### src/rtl/psqe_pkg.sv
// Shared constants and helpers for the polyline stroke quad expander.
// No dependencies.
`default_nettype none
package psqe_pkg;

    localparam int unsigned COORD_W = 24;
    localparam int unsigned U_W     = 24;
    localparam int unsigned CNT_W   = 16;
    localparam int unsigned LEN_W   = 32;

    localparam logic [49:0] MIN_LEN_SQ     = 50'd16384;
    localparam logic [23:0] ONE_PX_Q8      = 24'd256;
    localparam logic [23:0] DEFAULT_REPEAT = 24'd65536;
    localparam logic [23:0] U_MAX          = 24'hFFFFFF;

    localparam logic REG_HALF_WIDTH    = 1'b0;
    localparam logic REG_REPEAT_LENGTH = 1'b1;

    function automatic logic [23:0] sat24(input logic signed [25:0] v);
        logic [23:0] r;
        if (v > 26'sd8388607)
            r = 24'h7FFFFF;
        else if (v < -26'sd8388608)
            r = 24'h800000;
        else
            r = v[23:0];
        return r;
    endfunction

endpackage
`default_nettype wire

### src/rtl/polyline_stroke_quad_expander.sv
// Polyline stroke quad expander top level: sequencer with one shared multiplier,
// a bit-serial square root and a bit-serial restoring divider. Uses psqe_pkg.
//
// Usage:
//   s_* channel: one polyline point per request. s_tdata = {point_y, point_x},
//   s_tuser = line_start. A line_start point (or the first point after reset)
//   only stores the point and clears the cursor and segment counter.
//   m_* channel: one quad request per emitted segment, 288-bit tdata.
//   cfg_we/cfg_index/cfg_data write half_width (0) or repeat_length (1).
// Sequencing:
//   Line start points are taken in the idle state. Short segments or zero half width end after the length check.
//   Emitted segment: passes through the 25-step square root, two 17-step offset
//   divisions and up to two 24-step texture divisions, all one bit per cycle.
//   One point is in work at a time; a new point is taken as soon as the
//   previous result sits in the output register.
// Reset: asynchronous, clears control state and restores register defaults.
// Stall: a held output keeps its request; a finished quad waits in the final
//   step until the output register frees up, and no point is taken meanwhile.
`default_nettype none
module polyline_stroke_quad_expander (
    input  wire logic         clk,
    input  wire logic         rst_n,
    input  wire logic         s_tvalid,
    output logic              s_tready,
    input  wire logic [47:0]  s_tdata,   // point_x[23:0], point_y[47:24]
    input  wire logic         s_tuser,   // line_start
    output logic              m_tvalid,
    input  wire logic         m_tready,
    // corner0_x, corner0_y, corner1_x, corner1_y, corner2_x, corner2_y,
    // corner3_x, corner3_y, tex_u_start, tex_u_end (24 each from bit 0),
    // emitted count[255:240], total_length[287:256]
    output logic [287:0]      m_tdata,
    input  wire logic         cfg_we,
    input  wire logic         cfg_index,
    input  wire logic [23:0]  cfg_data
);

    typedef enum logic [3:0] {
        S_IDLE, S_SQX, S_SQY, S_CHK, S_SQRT, S_MX, S_LX, S_DX,
        S_MY, S_LY, S_DY, S_LU0, S_DU0, S_LU1, S_DU1, S_OUT
    } state_t;

    state_t        state_reg;
    logic [15:0]   hw_reg;
    logic [23:0]   rep_reg;
    logic [23:0]   prev_x_reg, prev_y_reg, ax_reg, ay_reg, bx_reg, by_reg;
    logic          have_prev_reg;
    logic [31:0]   cursor_reg, cur1_reg;
    logic [15:0]   segs_reg;
    logic [24:0]   dx_reg, dy_reg;
    logic [49:0]   sq_reg;
    logic [49:0]   rad_reg;
    logic [24:0]   root_reg;
    logic [25:0]   srem_reg;
    logic [39:0]   mp_reg;
    logic [47:0]   dnum_reg;
    logic [25:0]   drem_reg, dden_reg;
    logic [23:0]   quo_reg;
    logic [4:0]    cnt_reg;
    logic signed [17:0] nx_reg, ny_reg;
    logic [23:0]   u0_reg;
    logic          m_tvalid_reg;
    logic [287:0]  m_tdata_reg;

    logic [24:0]   adx, ady, mul_a, mul_b;
    logic [49:0]   prod;
    logic [27:0]   sq_t;
    logic [26:0]   sq_trial;
    logic          sq_ge;
    logic [26:0]   dv_t;
    logic          dv_ge;
    logic [23:0]   quo_next;
    logic [41:0]   n42;
    logic [23:0]   rep_eff;
    logic [32:0]   cur_sum;
    logic signed [17:0] q_pos, q_neg;
    logic [24:0]   pdx, pdy;
    logic signed [25:0] ax_s, ay_s, bx_s, by_s, nx_s, ny_s;
    logic          out_load;

    assign adx = dx_reg[24] ? 25'(-dx_reg) : dx_reg;
    assign ady = dy_reg[24] ? 25'(-dy_reg) : dy_reg;

    always_comb
    begin
        mul_a = adx;
        mul_b = adx;
        case (state_reg)
            S_SQY:
            begin
                mul_a = ady;
                mul_b = ady;
            end
            S_MX:
            begin
                mul_a = ady;
                mul_b = {9'd0, hw_reg};
            end
            S_MY:
            begin
                mul_a = adx;
                mul_b = {9'd0, hw_reg};
            end
            default:
            begin
                mul_a = adx;
                mul_b = adx;
            end
        endcase
    end

    assign prod     = mul_a * mul_b;
    assign sq_t     = {srem_reg, rad_reg[49:48]};
    assign sq_trial = {root_reg, 2'b01};
    assign sq_ge    = sq_t >= {1'b0, sq_trial};
    assign dv_t     = {drem_reg, dnum_reg[47]};
    assign dv_ge    = dv_t >= {1'b0, dden_reg};
    assign quo_next = {quo_reg[22:0], dv_ge};
    assign n42      = {1'b0, mp_reg, 1'b0} + {17'd0, root_reg};
    assign rep_eff  = (rep_reg > psqe_pkg::ONE_PX_Q8) ? rep_reg : psqe_pkg::DEFAULT_REPEAT;
    assign cur_sum  = {1'b0, cursor_reg} + {8'd0, root_reg};
    assign q_pos    = $signed({1'b0, quo_next[16:0]});
    assign q_neg    = -q_pos;
    assign pdx      = 25'(s_tdata[23:0]);
    assign pdy      = 25'(s_tdata[47:24]);
    assign ax_s     = $signed({{2{ax_reg[23]}}, ax_reg});
    assign ay_s     = $signed({{2{ay_reg[23]}}, ay_reg});
    assign bx_s     = $signed({{2{bx_reg[23]}}, bx_reg});
    assign by_s     = $signed({{2{by_reg[23]}}, by_reg});
    assign nx_s     = $signed({{8{nx_reg[17]}}, nx_reg});
    assign ny_s     = $signed({{8{ny_reg[17]}}, ny_reg});
    assign out_load = (state_reg == S_OUT) && (!m_tvalid_reg || m_tready);

    assign s_tready = (state_reg == S_IDLE);
    assign m_tvalid = m_tvalid_reg;
    assign m_tdata  = m_tdata_reg;

    always_ff @(posedge clk or negedge rst_n)
    begin
        if (!rst_n)
        begin
            state_reg     <= S_IDLE;
            hw_reg        <= 16'd768;
            rep_reg       <= psqe_pkg::DEFAULT_REPEAT;
            prev_x_reg    <= '0;
            prev_y_reg    <= '0;
            have_prev_reg <= 1'b0;
            cursor_reg    <= '0;
            segs_reg      <= '0;
            m_tvalid_reg  <= 1'b0;
        end
        else
        begin
            if (cfg_we)
            begin
                unique case (cfg_index)
                    psqe_pkg::REG_HALF_WIDTH:    hw_reg  <= cfg_data[15:0];
                    psqe_pkg::REG_REPEAT_LENGTH: rep_reg <= cfg_data;
                    default:                     hw_reg  <= hw_reg;
                endcase
            end
            if (m_tvalid_reg && m_tready && !out_load)
                m_tvalid_reg <= 1'b0;

            unique case (state_reg)
                S_IDLE:
                begin
                    if (s_tvalid)
                    begin
                        prev_x_reg    <= s_tdata[23:0];
                        prev_y_reg    <= s_tdata[47:24];
                        have_prev_reg <= 1'b1;
                        if (s_tuser || !have_prev_reg)
                        begin
                            cursor_reg <= '0;
                            segs_reg   <= '0;
                        end
                        else
                        begin
                            ax_reg    <= prev_x_reg;
                            ay_reg    <= prev_y_reg;
                            bx_reg    <= s_tdata[23:0];
                            by_reg    <= s_tdata[47:24];
                            dx_reg    <= 25'({pdx[23], pdx[23:0]} -
                                             {prev_x_reg[23], prev_x_reg});
                            dy_reg    <= 25'({pdy[23], pdy[23:0]} -
                                             {prev_y_reg[23], prev_y_reg});
                            state_reg <= S_SQX;
                        end
                    end
                end
                S_SQX:
                begin
                    sq_reg    <= prod;
                    state_reg <= S_SQY;
                end
                S_SQY:
                begin
                    sq_reg    <= sq_reg + prod;
                    state_reg <= S_CHK;
                end
                S_CHK:
                begin
                    if (sq_reg < psqe_pkg::MIN_LEN_SQ || hw_reg == 16'd0)
                        state_reg <= S_IDLE;
                    else
                    begin
                        rad_reg   <= sq_reg;
                        root_reg  <= '0;
                        srem_reg  <= '0;
                        cnt_reg   <= 5'd25;
                        state_reg <= S_SQRT;
                    end
                end
                S_SQRT:
                begin
                    rad_reg  <= {rad_reg[47:0], 2'b00};
                    srem_reg <= sq_ge ? 26'(sq_t - {1'b0, sq_trial}) : sq_t[25:0];
                    root_reg <= {root_reg[23:0], sq_ge};
                    cnt_reg  <= cnt_reg - 5'd1;
                    if (cnt_reg == 5'd1)
                        state_reg <= S_MX;
                end
                S_MX:
                begin
                    mp_reg    <= prod[39:0];
                    cur1_reg  <= cur_sum[32] ? 32'hFFFFFFFF : cur_sum[31:0];
                    state_reg <= S_LX;
                end
                S_LX, S_LY:
                begin
                    drem_reg  <= {1'b0, n42[41:17]};
                    dnum_reg  <= {n42[16:0], 31'd0};
                    dden_reg  <= {root_reg, 1'b0};
                    quo_reg   <= '0;
                    cnt_reg   <= 5'd17;
                    state_reg <= (state_reg == S_LX) ? S_DX : S_DY;
                end
                S_DX, S_DY, S_DU0, S_DU1:
                begin
                    drem_reg <= dv_ge ? 26'(dv_t - {1'b0, dden_reg}) : dv_t[25:0];
                    dnum_reg <= {dnum_reg[46:0], 1'b0};
                    quo_reg  <= quo_next;
                    cnt_reg  <= cnt_reg - 5'd1;
                    if (cnt_reg == 5'd1)
                    begin
                        case (state_reg)
                            S_DX:
                            begin
                                nx_reg    <= dy_reg[24] || dy_reg == '0 ? q_pos : q_neg;
                                state_reg <= S_MY;
                            end
                            S_DY:
                            begin
                                ny_reg    <= dx_reg[24] ? q_neg : q_pos;
                                state_reg <= S_LU0;
                            end
                            S_DU0:
                            begin
                                u0_reg    <= quo_next;
                                state_reg <= S_LU1;
                            end
                            default:
                            begin
                                state_reg <= S_OUT;
                            end
                        endcase
                    end
                end
                S_MY:
                begin
                    mp_reg    <= prod[39:0];
                    state_reg <= S_LY;
                end
                S_LU0, S_LU1:
                begin
                    if (((state_reg == S_LU0) ? cursor_reg[31:8] : cur1_reg[31:8])
                        >= rep_eff)
                    begin
                        if (state_reg == S_LU0)
                        begin
                            u0_reg    <= psqe_pkg::U_MAX;
                            state_reg <= S_LU1;
                        end
                        else
                        begin
                            quo_reg   <= psqe_pkg::U_MAX;
                            state_reg <= S_OUT;
                        end
                    end
                    else
                    begin
                        drem_reg  <= {2'b00, (state_reg == S_LU0) ? cursor_reg[31:8]
                                                                  : cur1_reg[31:8]};
                        dnum_reg  <= {(state_reg == S_LU0) ? cursor_reg[7:0]
                                                           : cur1_reg[7:0], 40'd0};
                        dden_reg  <= {2'b00, rep_eff};
                        quo_reg   <= '0;
                        cnt_reg   <= 5'd24;
                        state_reg <= (state_reg == S_LU0) ? S_DU0 : S_DU1;
                    end
                end
                S_OUT:
                begin
                    if (out_load)
                    begin
                        m_tvalid_reg <= 1'b1;
                        m_tdata_reg  <= {cur1_reg,
                                         (segs_reg == 16'hFFFF) ? segs_reg : segs_reg + 16'd1,
                                         quo_reg, u0_reg,
                                         psqe_pkg::sat24(ay_s - ny_s),
                                         psqe_pkg::sat24(ax_s - nx_s),
                                         psqe_pkg::sat24(by_s - ny_s),
                                         psqe_pkg::sat24(bx_s - nx_s),
                                         psqe_pkg::sat24(by_s + ny_s),
                                         psqe_pkg::sat24(bx_s + nx_s),
                                         psqe_pkg::sat24(ay_s + ny_s),
                                         psqe_pkg::sat24(ax_s + nx_s)};
                        cursor_reg   <= cur1_reg;
                        if (segs_reg != 16'hFFFF)
                            segs_reg <= segs_reg + 16'd1;
                        state_reg    <= S_IDLE;
                    end
                end
                default:
                    state_reg <= S_IDLE;
            endcase
        end
    end

endmodule
`default_nettype wire
### config.mk
export PLATFORM = sky130hd
export DESIGN_NAME = polyline_stroke_quad_expander
export DESIGN_NICKNAME = d
export VERILOG_FILES = /design/src/rtl/psqe_pkg.sv /design/src/rtl/polyline_stroke_quad_expander.sv
export SDC_FILE = /design/constraint.sdc
export NUM_CORES = 2
export LEC_CHECK = 0
export ABC_AREA = 1
export BUFFER_PORTS_ARGS = -buffer_cell sky130_fd_sc_hd__buf_2
export CORE_MARGIN = 4
export CORE_UTILIZATION = 55
export DETAILED_ROUTE_END_ITERATION = 16
export PLACE_DENSITY = 0.71
export SLEW_MARGIN = 20
export SYNTH_ARGS = -nofsm -noshare
export SYNTH_HDL_FRONTEND = slang
export SYNTH_SLANG_ARGS = --single-unit
### constraint.sdc
create_clock -name clk -period 18.75 [get_ports clk]
set_clock_uncertainty 0.05 [all_clocks]
set_input_delay 1.875 -clock clk [delete_from_list [all_inputs] [get_ports clk]]
set_output_delay 1.875 -clock clk [all_outputs]
set_load 0.05 [all_outputs]
Yosys cells after proc, flatten, opt, wreduce, memory -nomap -nowiden
Index checks and enable logic that the tools add are counted.
{ "word_totals": {"memories": 0, "inputBits": 79, "romBits": 0, "out_inout_bits": 290, "mem_bits_rw": 0, "latchBits": 0, "ff_bits": 988} }
{ "op_classes": {"multipliers": 1, "div": 0, "n_reduce_logical": 45, "n_mux": 68, "eq_ne": 31, "addsub": 20, "bitwise_logic": 2, "n_shift": 0, "order_cmp": 21} }
{ "ops": {"columns": ["operator", "count"], "rows": [
  ["24-bit 2-to-1 mux", 16],
  ["25-bit by 24-bit greater-than comparator with 1-bit output, second input constant", 8],
  ["25-bit by 24-bit < comparator with 1-bit output, second input constant", 8],
  ["50-bit case mux with 2 select lines", 2],
  ["48-bit case mux with 3 select lines", 1],
  ["26-bit 2-to-1 mux", 5],
  ["26-bit case mux with 2 select lines", 2],
  ["24-bit by 18-bit adder with 25-bit output", 4],
  ["25-bit 2-to-1 mux", 4],
  ["25-bit case mux with 2 select lines", 2],
  ["24-bit by 18-bit subtractor with 25-bit output", 4],
  ["32-bit 2-to-1 mux", 3],
  ["16-bit 2-to-1 mux", 5],
  ["26-bit case mux with 3 select lines", 1],
  ["24-bit case mux with 3 select lines", 1],
  ["32-bit case mux with 2 select lines", 1],
  ["26-bit subtractor", 2],
  ["50-bit adder", 1],
  ["50-bit by 15-bit < comparator with 1-bit output, second input constant", 1],
  ["25-bit by 25-bit multiplier with 50-bit output", 1],
  ["50-bit 2-to-1 mux", 1],
  ["25-bit negation", 2],
  ["24-bit by 24-bit subtractor with 25-bit output", 2],
  ["48-bit 2-to-1 mux", 1],
  ["other kinds (49)", 110]
]} }

Depth between registers and ports, before layout
{ "depth": {"ltp_word": 8, "depth_mapped": 55} }

Least setup slack after synthesis
Ideal clock, no wire load.
{ "synth_timing": {"path_type": "in2reg", "from": "in m_tready", "to": "reg m_tdata_reg[0] (netlist: m_tdata[0]), enable pin", "path_stages": 4, "setup_time_ns": 0.944, "path_slack_ns": 3.490, "arrival_ns": 14.265, "cell_sequence": "inv_1 nand2_1 nand2_1 nor2_1"} }
{ "synth_between": {"elab_chain_len": 3} }
{ "synth_rtl": {"columns": ["element", "line_no", "source"], "rows": [
  ["from (decl)", "polyline_stroke_quad_expander.sv:28", "input wire logic m_tready,"],
  ["1-bit logical OR", "polyline_stroke_quad_expander.sv:132", "assign out_load = (state_reg == S_OUT) && (!m_tvalid_reg || m_tready);"],
  ["1-bit logical AND", "polyline_stroke_quad_expander.sv:132", null],
  ["3-bit AND reduction (no line)", null, null],
  ["to (signal assigned)", "polyline_stroke_quad_expander.sv:308", "m_tdata_reg <= {cur1_reg,"],
  ["to (decl)", "polyline_stroke_quad_expander.sv:63", "logic [287:0] m_tdata_reg;"]
]} }
No other way between the ends.
A chain may end at the register's enable or synchronous reset.

Worst setup path in the final report
{ "layout_timing": {"from": "reg state_reg[0]", "to": "reg sq_reg[43], data pin"} }
{ "layout_between": {"elab_chain_len": 6, "word_cells_on_any_way": 11} }
{ "layout_rtl": {"columns": ["element", "line_no", "source"], "rows": [
  ["from (decl)", "polyline_stroke_quad_expander.sv:43", "state_t state_reg;"],
  ["from (signal assigned)", "polyline_stroke_quad_expander.sv:237", "state_reg <= (state_reg == S_LX) ? S_DX : S_DY;"],
  ["from (signal assigned)", "polyline_stroke_quad_expander.sv:300", "state_reg <= (state_reg == S_LU0) ? S_DU0 : S_DU1;"],
  ["4-bit == test (tied with other cells)", "polyline_stroke_quad_expander.sv:88", "case (state_reg)"],
  ["2-bit OR reduction (no line)", null, null],
  ["25-bit case mux with 2 select lines / 25-bit 2-to-1 mux (equally long branches)", "polyline_stroke_quad_expander.sv:88", null],
  ["25-bit by 25-bit multiplier with 50-bit output *", "polyline_stroke_quad_expander.sv:112", "assign prod = mul_a * mul_b;"],
  ["net prod[37]", "polyline_stroke_quad_expander.sv:66", "logic [49:0] prod;"],
  ["50-bit adder *", "polyline_stroke_quad_expander.sv:199", "sq_reg <= sq_reg + prod;"],
  ["50-bit case mux with 2 select lines *", "polyline_stroke_quad_expander.sv:165", "unique case (state_reg)"],
  ["to (signal assigned)", "polyline_stroke_quad_expander.sv:194", "sq_reg <= prod;"],
  ["to (signal assigned)", "polyline_stroke_quad_expander.sv:199", null],
  ["to (decl)", "polyline_stroke_quad_expander.sv:51", "logic [49:0] sq_reg;"]
]} }
The timed path passes the listed nets; every way through them passes the cells marked *.

==> metrics <==
status=complete, no violations; cts hold-fix bufs=0; post-route ant nets=0; Seq/Total Area, Yosys=0.329; GPL Wtd Cong=1.05; Post-synth EDFFs=815; register bit total from synthesis=roughly 960; First DRT Iteration DRCs=around 8.2k; sequential cell area=~28000 um2; worst hold start=u0_reg[3]; Avg Vias per Cell=between 5 and 6; CP Data Required Time=~19 ns; Total GRT Usage=0.358; fin crit share=0.630; Worst slew margin=0.285; Final #Nets=12.2k; grt ovf=0; Final HPWL DP=239000 um; YS warnings=0; Root Driver=clkbuf_16; RSZ-0062 raised after global routing=no; final design utilization=0.601; worst min-delay path category=reg2reg; setup slack, reg-to-reg=approximately 6.9 ns; setup violators final=0; clk sinks=~960; P&R area growth vs syn=8.64%; Max Freq=between 80 and 90 MHz; H-tree levels=3; Post-CTS Setup Bufs=0; full die area=between 150000 and 200000 um2; fill count=14.1k; Cell variety after synth=69; share of the synthesized area in the top cell type=0.287; fin crit period=around 12 ns; DR WL/cell=approximately 22 um; Place WS=about 7.3 ns; Remaining DRCs=0; Worst Setup Path Type=reg2reg; placement row count=144; ys async rst share=0.148; Primary FF master, synth=edfxtp_1; die width=approximately 400 um; layout cells sized above 1=0.0719; Synth area leader=edfxtp_1; WHS Path Cells=0; reg2reg path depth=42; CP dominant cell by count=nand2_1; Post-Syn Area per Cell=roughly 8 um2; worst r2r dst=sq_reg[43]; max FFs per register=around 290; Port Buffers=~370; top post-synthesis cells by area=edfxtp_1, fa_1, nand2_1; via count=between 70k and 80k; critical path data arrival time=roughly 12 ns; setup TNS=0 ns; Fin. Hold Viols=0; CP Max Fanout=28; wirelength, routed=294000 um; Min-Delay Endpoint=m_tdata[195]; cts bufs inserted=107; CTS max path bufs=3; Pre-antenna DRT Iters=6; Critical R2R Launch=state_reg[0]; Multi-input gate area=slightly below 50000 um2; CP peak stage delay=around 0.67 ns; die height=402 um; Clock Latency Late Sink=0.76 ns; Initial Util=0.553; number of global-route vias before repair=72.2k; Clock Pin Slew Worst Setup and Hold Paths=around 0.07 ns; initial antenna violation count=14; critical path endpoint category=flip-flop; worst setup margin=~7 ns; CTS tree=done; Setup crit start kind=flip-flop; Cells after Synth=around 11k; # IOs=369; CORE AREA=between 150000 and 200000 um2; Worst-Margin Slew=about 1.1 ns; Max Cap Violations=0; Slowest cell on crit path=nor2_4; post-CTS resize count=0; pin count of the biggest net entering global routing=approximately 170; first-pass GRT wire length=roughly 440000 um; synthesized area=about 85000 um2; Slew Viols, Final=0
layout make-up:
type / instances / area share
timing repair buffer: 446 / 0.0264
clock buffer: 139 / 0.0331
tap: 2044 / 0.0276
multi-input combinational: 7671 / 0.530
sequential: 957 / 0.303
antenna: 5 / 0.000135
inverter: 1797 / 0.0729
clock inverter: 63 / 0.00739
cells in the final DEF (no fill, tap or decap), drive strengths merged, types with 8 or more instances in the layout:
master	synthesis	final
a211oi	18	18
a21boi	22	22
a21o	29	29
a21oi	602	602
a31oi	18	18
and2	22	22
buf	211	446
bufinv	0	10
clkbuf	87	139
clkinv	4	40
clkinvlp	0	8
conb	2	15
dfrtp	139	139
edfxtp	815	815
fa	540	540
ha	609	609
inv	1793	1802
nand2	2644	2644
nand3	539	539
nand3b	19	19
nand4	121	121
nor2	1161	1161
nor3	123	123
nor4	39	39
o211ai	28	28
o21a	26	26
o21ai	582	582
o21bai	55	55
o22ai	20	20
or2	31	31
xnor2	85	85
xor2	287	287
Yosys cell counts, types with 37 or more instances:
cell and number:
nand2_1 2619, inv_1 1757, nor2_1 1141, edfxtp_1 815, ha_1 609, a21oi_1 599, fa_1 540, o21ai_0 535
nand3_1 532, xor2_1 282, buf_2 161, dfrtp_1 139, nand4_1 121, nor3_1 121, xnor2_1 85, clkbuf_1 79
o21bai_1 54, nor4_1 37
cells by family (layout without fill, tap and decap cells):
family                   count (synthesis)  in the layout  synth area share
adder cells (fa/ha/maj)               1149           1149             0.216
AO/OA/AOI/OAI                         1423           1423            0.0912
AND/OR/NAND/NOR                       4712           4712             0.227
XOR/XNOR                               372            372            0.0387
other                                    2             20         0.0000881
flip-flops                             957            957             0.329
buffers and inverters                 2095           2445            0.0975
how the worst max path moves through the flow:
| stage | start | end | slack, ns | depth (start not counted) |
|---|---|---|---|---|
| CTS | state_reg[0] | sq_reg[39] | 7.26 | 39 |
| detailed placement | state_reg[0] | sq_reg[39] | 7.30 | 39 |
| floorplan | m_tready | m_tdata[0] | 3.49 | 4 |
| finish | state_reg[0] | sq_reg[43] | 6.95 | 42 |
| global route | state_reg[0] | sq_reg[42] | 6.39 | 43 |
| global placement | state_reg[0] | sq_reg[43] | 7.22 | 42 |
through the flow:
step	instances	hold slack, ns	cell area (um2)
global route	13119	0.376	92600
finish	13122	0.362	92600
detailed placement	12915	0.355	88800
global placement	12915	0.354	88800
CTS	13117	0.355	92600
floorplan	10723	0.350	85300
per-layer routing:
layer,track usage,wire length [um],up-vias
met3,0.0613,27500,635
met1,0.505,124000,36051
met5,0,41,-
met4,0.159,15000,6
met2,0.543,128000,3704
li1,-,-,34802
critical path, delay by kind of cell, from the launching register on:
| kind | cells | cell delay [ns] |
|---|---|---|
| adders and majority gates | 9 | 4.50 |
| DFF | 1 | 0.39 |
| AOI/OAI and AO/OA | 1 | 0.42 |
| buffers and inverters | 8 | 0.89 |
| and+or+nand+nor | 24 | 5.33 |
Power is not shown: default switching activity piles up to over one toggle a cycle in this logic, so the estimate is an artifact.
